`src/hw/rtl/ced_pkg.sv`:
```
// Shared constants, types and helper functions of the C-style escape decoder.
`timescale 1ns / 1ps

package ced_pkg;

  localparam logic [7:0] CHAR_BACKSLASH = 8'h5C;
  localparam logic [7:0] CHAR_QUOTE     = 8'h22;
  localparam logic [7:0] CHAR_A         = 8'h61;
  localparam logic [7:0] CHAR_B         = 8'h62;
  localparam logic [7:0] CHAR_T         = 8'h74;
  localparam logic [7:0] CHAR_N         = 8'h6E;
  localparam logic [7:0] CHAR_V         = 8'h76;
  localparam logic [7:0] CHAR_F         = 8'h66;
  localparam logic [7:0] CHAR_R         = 8'h72;

  localparam logic [7:0] CTRL_BEL = 8'h07;
  localparam logic [7:0] CTRL_BS  = 8'h08;
  localparam logic [7:0] CTRL_HT  = 8'h09;
  localparam logic [7:0] CTRL_LF  = 8'h0A;
  localparam logic [7:0] CTRL_VT  = 8'h0B;
  localparam logic [7:0] CTRL_FF  = 8'h0C;
  localparam logic [7:0] CTRL_CR  = 8'h0D;

  // ASCII '0' through '7' share these upper five bits.
  localparam logic [4:0] OCTAL_PREFIX = 5'b00110;

  // Most decoded bytes one input word can produce.
  localparam int MAX_OUT = 4;
  localparam int CNT_W   = $clog2(MAX_OUT + 1);

  typedef struct packed {
    logic       hit;
    logic [7:0] value;
  } esc_lookup_t;

  // Backslash plus up to two held digits, spelled out as written.
  typedef struct packed {
    logic [2:0][7:0] bytes;
    logic [1:0]      len;
  } flush_t;

  function automatic logic is_octal(input logic [7:0] b);
    return b[7:3] == OCTAL_PREFIX;
  endfunction

  function automatic logic [7:0] digit_char(input logic [2:0] d);
    return {OCTAL_PREFIX, d};
  endfunction

  function automatic esc_lookup_t known_escape(input logic [7:0] b);
    esc_lookup_t r;
    r.hit = 1'b1;
    unique case (b)
      CHAR_BACKSLASH: r.value = CHAR_BACKSLASH;
      CHAR_QUOTE:     r.value = CHAR_QUOTE;
      CHAR_A:         r.value = CTRL_BEL;
      CHAR_B:         r.value = CTRL_BS;
      CHAR_T:         r.value = CTRL_HT;
      CHAR_N:         r.value = CTRL_LF;
      CHAR_V:         r.value = CTRL_VT;
      CHAR_F:         r.value = CTRL_FF;
      CHAR_R:         r.value = CTRL_CR;
      default: begin
        r.hit   = 1'b0;
        r.value = 8'h00;
      end
    endcase
    return r;
  endfunction

  function automatic flush_t flush_run(input logic in_octal, input logic [1:0] cnt,
                                       input logic [5:0] held);
    flush_t f;
    f.bytes[0] = CHAR_BACKSLASH;
    f.bytes[1] = 8'h00;
    f.bytes[2] = 8'h00;
    f.len      = 2'd1;
    if (in_octal && cnt == 2'd1) begin
      f.bytes[1] = digit_char(held[2:0]);
      f.len      = 2'd2;
    end else if (in_octal && cnt >= 2'd2) begin
      f.bytes[1] = digit_char(held[5:3]);
      f.bytes[2] = digit_char(held[2:0]);
      f.len      = 2'd3;
    end
    return f;
  endfunction

endpackage

```
`src/hw/rtl/c_style_escape_decoder_core.sv`:
```
// Top level of the C-style escape decoder: escape state, decode logic and output buffer.
`timescale 1ns / 1ps

// The decoder takes one nonzero text byte per input word and returns the
// unescaped bytes as a stream of output words. Plain bytes pass straight
// through; the escapes \\ \" \a \b \t \n \v \f \r and a backslash followed by
// exactly three octal digits worth 1 to 255 collapse to one byte. Anything
// else is given back as written, and an escape still open when in_tlast
// arrives is flushed the same way, with out_tlast on the last byte of the
// string. An input word is decoded in the cycle it is accepted and its bytes
// (zero to four) land in a four-entry output buffer that drains one byte per
// cycle while out_tready is high. Most words give one byte, so the block then
// sustains one word per cycle; a word that gives more bytes holds off input and
// the next word is taken in the same cycle that the last of them leaves. The
// output buffer is the only thing that sets the rate. There is no startup delay.
module c_style_escape_decoder_core (
  input  logic       clk,
  input  logic       rst_n,
  input  logic       in_tvalid,
  output logic       in_tready,
  input  logic [7:0] in_tdata,   // [7:0] text_byte
  input  logic       in_tlast,   // end_of_string
  output logic       out_tvalid,
  input  logic       out_tready,
  output logic [7:0] out_tdata,  // [7:0] plain_byte
  output logic       out_tlast   // final_byte
);

  import ced_pkg::*;

  typedef enum logic [1:0] {
    MODE_PLAIN,
    MODE_BACKSLASH,
    MODE_OCTAL
  } mode_t;

  // Escape state carried from one word to the next.
  mode_t      mode_r, mode_nxt;
  logic [1:0] cnt_r, cnt_nxt;
  logic [5:0] held_r, held_nxt;

  // Output buffer: entry 0 is the byte on out_tdata, later entries shift down.
  logic [MAX_OUT-1:0][7:0] buf_r, buf_nxt;
  logic [CNT_W-1:0]        rem_r, rem_nxt;
  logic                    last_r;

  logic        accept;
  logic        take;
  esc_lookup_t esc;
  flush_t      fl_cur;
  flush_t      fl_end;
  logic [8:0]  oct_value;
  logic [2:0]  digit;

  assign take      = out_tvalid && out_tready;
  // Accept while the buffer is empty or its final byte is leaving now.
  assign in_tready = (rem_r == '0) || ((rem_r == CNT_W'(1)) && out_tready);
  assign accept    = in_tvalid && in_tready;

  assign esc       = known_escape(in_tdata);
  assign digit     = in_tdata[2:0];
  assign oct_value = {held_r, digit};
  assign fl_cur    = flush_run(mode_r == MODE_OCTAL, cnt_r, held_r);

  always_comb begin
    buf_nxt  = '0;
    rem_nxt  = '0;
    mode_nxt = mode_r;
    cnt_nxt  = cnt_r;
    held_nxt = held_r;
    fl_end   = '0;

    unique case (mode_r)
      MODE_BACKSLASH: begin
        if (esc.hit) begin
          buf_nxt[0] = esc.value;
          rem_nxt    = CNT_W'(1);
          mode_nxt   = MODE_PLAIN;
        end else if (is_octal(in_tdata)) begin
          mode_nxt = MODE_OCTAL;
          cnt_nxt  = 2'd1;
          held_nxt = {3'b000, digit};
        end else begin
          // Unknown escape: give the backslash back, then treat the byte as text.
          buf_nxt[0] = CHAR_BACKSLASH;
          rem_nxt    = CNT_W'(1);
          cnt_nxt    = 2'd0;
          held_nxt   = 6'd0;
          if (in_tdata == CHAR_BACKSLASH) begin
            mode_nxt = MODE_BACKSLASH;
          end else begin
            mode_nxt   = MODE_PLAIN;
            buf_nxt[1] = in_tdata;
            rem_nxt    = CNT_W'(2);
          end
        end
      end
      MODE_OCTAL: begin
        if (is_octal(in_tdata) && cnt_r < 2'd2) begin
          cnt_nxt  = cnt_r + 2'd1;
          held_nxt = {held_r[2:0], digit};
        end else if (is_octal(in_tdata) && oct_value != 9'd0 && !oct_value[8]) begin
          // Third digit of a run worth 1 to 255.
          buf_nxt[0] = oct_value[7:0];
          rem_nxt    = CNT_W'(1);
          mode_nxt   = MODE_PLAIN;
          cnt_nxt    = 2'd0;
          held_nxt   = 6'd0;
        end else begin
          // Bad or short run: spell it out, then handle the byte that ended it.
          for (int i = 0; i < 3; i++) begin
            if (2'(i) < fl_cur.len) begin
              buf_nxt[rem_nxt[1:0]] = fl_cur.bytes[i];
              rem_nxt               = rem_nxt + CNT_W'(1);
            end
          end
          cnt_nxt  = 2'd0;
          held_nxt = 6'd0;
          if (in_tdata == CHAR_BACKSLASH) begin
            mode_nxt = MODE_BACKSLASH;
          end else begin
            mode_nxt              = MODE_PLAIN;
            buf_nxt[rem_nxt[1:0]] = in_tdata;
            rem_nxt               = rem_nxt + CNT_W'(1);
          end
        end
      end
      default: begin
        cnt_nxt  = 2'd0;
        held_nxt = 6'd0;
        if (in_tdata == CHAR_BACKSLASH) begin
          mode_nxt = MODE_BACKSLASH;
        end else begin
          mode_nxt   = MODE_PLAIN;
          buf_nxt[0] = in_tdata;
          rem_nxt    = CNT_W'(1);
        end
      end
    endcase

    // End of string: flush any escape still open and start the next string clean.
    if (in_tlast) begin
      if (mode_nxt != MODE_PLAIN) begin
        fl_end = flush_run(mode_nxt == MODE_OCTAL, cnt_nxt, held_nxt);
        for (int i = 0; i < 3; i++) begin
          if (2'(i) < fl_end.len) begin
            buf_nxt[rem_nxt[1:0]] = fl_end.bytes[i];
            rem_nxt               = rem_nxt + CNT_W'(1);
          end
        end
      end
      mode_nxt = MODE_PLAIN;
      cnt_nxt  = 2'd0;
      held_nxt = 6'd0;
    end
  end

  always_ff @(posedge clk) begin
    if (!rst_n) begin
      mode_r <= MODE_PLAIN;
      cnt_r  <= 2'd0;
      held_r <= 6'd0;
      rem_r  <= '0;
      last_r <= 1'b0;
    end else if (accept) begin
      mode_r <= mode_nxt;
      cnt_r  <= cnt_nxt;
      held_r <= held_nxt;
      buf_r  <= buf_nxt;
      rem_r  <= rem_nxt;
      last_r <= in_tlast;
    end else if (take) begin
      for (int i = 0; i < MAX_OUT - 1; i++) begin
        buf_r[i] <= buf_r[i+1];
      end
      rem_r <= rem_r - CNT_W'(1);
    end
  end

  assign out_tvalid = rem_r != '0;
  assign out_tdata  = buf_r[0];
  assign out_tlast  = last_r && (rem_r == CNT_W'(1));

endmodule

```
`config.mk`:
```
export PLATFORM = sky130hd
export DESIGN_NAME = c_style_escape_decoder_core
export DESIGN_NICKNAME = d
export VERILOG_FILES = /design/src/hw/rtl/ced_pkg.sv /design/src/hw/rtl/c_style_escape_decoder_core.sv
export SDC_FILE = /design/constraint.sdc
export NUM_CORES = 1
export LEC_CHECK = 0
export BUFFER_PORTS_ARGS = -buffer_cell sky130_fd_sc_hd__buf_2
export CAP_MARGIN = 20
export CELL_PAD_IN_SITES_DETAIL_PLACEMENT = 0
export CELL_PAD_IN_SITES_GLOBAL_PLACEMENT = 2
export CORE_ASPECT_RATIO = 1.5
export CORE_MARGIN = 1.5
export CORE_UTILIZATION = 34
export CTS_BUF_LIST = sky130_fd_sc_hd__clkbuf_16
export DETAILED_ROUTE_END_ITERATION = 10
export PLACE_DENSITY_LB_ADDON = 0.1
export SYNTH_ARGS = -nofsm -noshare
export SYNTH_HDL_FRONTEND = slang
export SYNTH_SLANG_ARGS = --single-unit
export TNS_END_PERCENT = 1
```
`constraint.sdc`:
```
create_clock -name clk -period 4.3 [get_ports clk]
set_input_delay 0.645 -clock clk [delete_from_list [all_inputs] [get_ports clk]]
set_output_delay 0.645 -clock clk [all_outputs]
set_load 0.02 [all_outputs]
```
==> results_dict.tcl <==
set metrics [dict create \
    outcome "complete, no violations" \
    fin_skew_ps 5.45 \
    drt-pass1-iter-count 5 \
    placementRows 49 \
    layout.cells.most_common_list "78 x buf_4, 55 x nand2_1, 43 x nor2_1, 34 x a21oi_1, 32 x edfxtp_1" \
    areaGrowthSynthToFinish_pct 22.0 \
    worst_slew_pin_slew_ps 966 \
    synth.yosys.warnings 0 \
    cp.required_ps 4440 \
    reg2reg_slack_ps 200 \
    synth_edf_count 32 \
    final_cells 739 \
    hold_end "last_r" \
    finalNetCount 617 \
    clock-root-buffer "clkbuf_16" \
    finalInstanceArea_mm2 0.00509 \
    share_of_the_synthesized_area_in_compound_gates_ao_oa_aoi_oai_pct 31.6 \
    yosys.area_share.simple_pct 23.7 \
    synthesis.instances 521 \
    first_global_vias 4333 \
    grt_start_max_net_pins 50 \
    violation_count_after_the_first_detailed_route_iteration 368 \
    synth_top_family_by_area "compound AO/OA/AOI/OAI gates" \
    slowest_delay_ps 370 \
    cts_max_path_buffers 2 \
    synth-adder-area-share_pct 5.69 \
    crit_path_cell_trace "buf_2 > buf_4 > nor3b_1 > o211a_1 > o21bai_1 > buf_4 > o21ai_2 > o21ai_2 > o31ai_4 > inv_1 > ha_4 > inv_2 > ha_4 > mux2i_2 > ha_1 > nand2_1 > nor3_1 > buf_4 > o31a_1 > or3_1 > a31oi_1" \
    place_inst 730 \
    chipHeight_um 139 \
    cp-start-kind "input port" \
    ys_types 79 \
    grt_first_pass_wirelength_mm 24.8 \
    synth_sequential_area_ratio_pct 29.7 \
    synth.cell_area_mm2 0.00418 \
    fillCellCount 1310 \
    setup_viol 0 \
    ir_worst_vdd_mv 0.146 \
    syn-mean-instance-area_um2 8.02 \
    power.density_mw_per_mm2 272 \
    cts_sinks 46 \
    place_hpwl_mm 13.3 \
    whs_path_depth 2 \
    power.leakage_nw 1.84 \
    core-area_mm2 0.0120 \
    holdCritStartpoint "last_r" \
    rsz_0062_raised_after_global_routing "false" \
    io_pins 24 \
    antenna_found_initial 0 \
    cts_tree "done" \
    place_ws_ps -161 \
    global_route.overflow_total 0 \
    finalHoldViolations 0 \
    insertedDiodeCount 0 \
    ant_nets 0 \
    layout_min_cycle_time_ps 4110 \
    yosys-mux-area-fraction_pct 1.02 \
    timing_max_transition_violations_final 0 \
    final.period_utilization_pct 95.5 \
    worst_r2r_path_depth 17 \
    gp_congestion 0.967 \
    htreeDepth 2 \
    cts.hold.buffers_added 0 \
    r2r-start "held_r[4]" \
    area_enclosed_by_the_die_boundary_mm2 0.0130 \
    route.vias.total 4382 \
    flop_and_latch_count_out_of_synthesis 46 \
    insertion_delay_ps 300 \
    worstReg2RegEnd "buf_r[8]" \
    critical_path_fanout_max 6 \
    start_util_pct 34.8 \
    fmax_ghz 0.243 \
    maxCapViolations 0 \
    die_x_um 93.5 \
    portBuffers 23 \
    finalWirelength_mm 16.4 \
    layout_setup_ws_ps 192 \
    routedWlPerCell_um 22.1 \
    number_of_nets_produced_by_synthesis 553 \
    layout.cells.most_common "buf_4" \
    cp_slowest_cell "or3_1" \
    multi_input_comb_area_mm2 0.00269 \
    drive_above_1_share_pct 24.2 \
    global_route.usage.total_pct 25.6 \
    yosys.area_share.xor_xnor_pct 0.839 \
    synth-async-reset-ratio_pct 0 \
    timing.slew.headroom_pct 35.4 \
    crit_path_frequent_cell "buf_4" \
    seqCellArea_mm2 0.00124 \
    cts_setup_buffers 0 \
    synth_flop_cell "edfxtp_1" \
    cts_buffers 5 \
    min_path_type "register to register" \
    timing_worst_setup_path_type "input port to register" \
    route.detailed.drc 0 \
    clkSlewWorstSetupHoldPaths_ps 70 \
    via_per_inst 5.93 \
    worstPathArrival_ps 4240 \
    timing.critical_path.to_type "register" \
    placedInstanceArea_mm2 0.00490 \
]
==> per-layer routing <==
layer | up-vias | wire (um) | GRT usage (%)
li1 | 2059 | - | -
met1 | 2090 | 6320 | 29.6
met2 | 175 | 8270 | 44.8
met3 | 58 | 724 | 2.74
met4 | 0 | 1040 | 14.5
met5 | - | 0 | 0
==> cells by family (layout without fill, tap and decap cells) <==
family | Yosys count | count (layout)
AOI/OAI and AO/OA | 185 | 185
xor gates and xnor gates | 4 | 4
adders and majority gates | 19 | 19
buffers and inverters | 70 | 135
DFF | 46 | 46
muxes | 4 | 4
and+or+nand+nor | 193 | 193
==> state kept, by name (all words and copies together), names as in the netlist <==
register   cells
buf_r         24
out_tdata      8
held_r         6
rem_r          3
cnt_r          2
mode_r         2
last_r         1
==> layout make-up <==
cell class,instances,share of cell area (%)
clock inverter,3,0.491
clock buffer,5,2.46
timing repair buffer,102,14.3
tap,153,3.76
multi-input combinational,405,52.8
inverter,25,1.84
sequential,46,24.4
==> Yosys cell counts, drive strengths merged, types with 2 or more instances <==
| cell | n | share of area, % |
|---|---|---|
| a31oi | 4 | 0.60 |
| nor2b | 13 | 1.9 |
| buf | 17 | 2.7 |
| o21a | 4 | 0.72 |
| and3b | 4 | 0.84 |
| a21boi | 2 | 0.36 |
| clkbuf | 28 | 2.5 |
| dfxtp | 14 | 6.7 |
| nor4 | 4 | 0.75 |
| o21ai | 38 | 4.6 |
| o221ai | 2 | 0.42 |
| nand4 | 2 | 0.30 |
| ha | 19 | 5.7 |
| a211oi | 7 | 1.7 |
| nor3b | 6 | 1.3 |
| nand2b | 9 | 1.3 |
| a22o | 7 | 1.5 |
| a221oi | 3 | 0.93 |
| nor2 | 43 | 3.9 |
| o22a | 3 | 0.63 |
| and2 | 7 | 1.0 |
| o211ai | 9 | 1.7 |
| or4 | 5 | 0.90 |
| a21oi | 38 | 4.9 |
| or2 | 4 | 0.60 |
| a22oi | 15 | 2.8 |
| mux2 | 2 | 0.54 |
| o22ai | 6 | 0.90 |
| inv | 25 | 2.2 |
| edfxtp | 32 | 23 |
| o211a | 2 | 0.48 |
| nand2 | 57 | 5.4 |
| or3 | 2 | 0.30 |
| xor2 | 3 | 0.63 |
| a32oi | 10 | 2.1 |
| o31a | 5 | 1.0 |
| and3 | 4 | 0.60 |
| nand3 | 14 | 1.7 |
| mux2i | 2 | 0.48 |
| o31ai | 15 | 3.0 |
| nor3 | 15 | 1.9 |
| o21bai | 3 | 0.54 |
==> how the worst max path moves through the flow <==
stage | depth (start not counted) | start | slack (ps) | end
6_report | 21 | in_tdata[1] | 190 | buf_r[8]
4_1_cts | 19 | in_tdata[1] | 150 | buf_r[8]
2_1_floorplan | 18 | in_tdata[2] | 10 | buf_r[29]
3_5_place_dp | 19 | in_tdata[1] | -160 | buf_r[8]
5_1_grt | 21 | in_tdata[1] | 5 | buf_r[8]
3_3_place_gp | 15 | in_tdata[2] | -60 | buf_r[29]
==> critical path, delay by kind of cell <==
kind | cells | cell delay, ps
buf+inv | 6 | 750
mux | 1 | 70
simple gates | 4 | 650
fa+ha+maj | 3 | 780
compound gates | 7 | 1340
==> metrics by stage <==
stage / TNS [ps] / power (mW) / hold WS (ps) / util [%]
after CTS: 0 / 1.38 / 471 / 42.1
after global placement: -188 / 0.971 / 453 / 40.8
after global routing: 0 / 1.45 / 496 / 42.4
final: 0 / 1.39 / 473 / 42.4
after floorplan: 0 / 0.863 / 439 / -
after detailed placement: -562 / 0.979 / 461 / 40.8
==> where the power goes <==
| group | switching, mW | internal [mW] | leakage, nW |
|---|---|---|---|
| Clock | 0.190 | 0.219 | 0.0704 |
| Combinational | 0.253 | 0.145 | 1.35 |
| Sequential | 0.0215 | 0.559 | 0.418 |
| Total | 0.464 | 0.923 | 1.84 |
==> timing repair <==
action                                 4_1_cts  5_1_grt
endpoints found under the hold margin        0        0
setup endpoints to repair                    0        4
gates resized for setup                      0        3
Power figures use the tool's default switching activity.
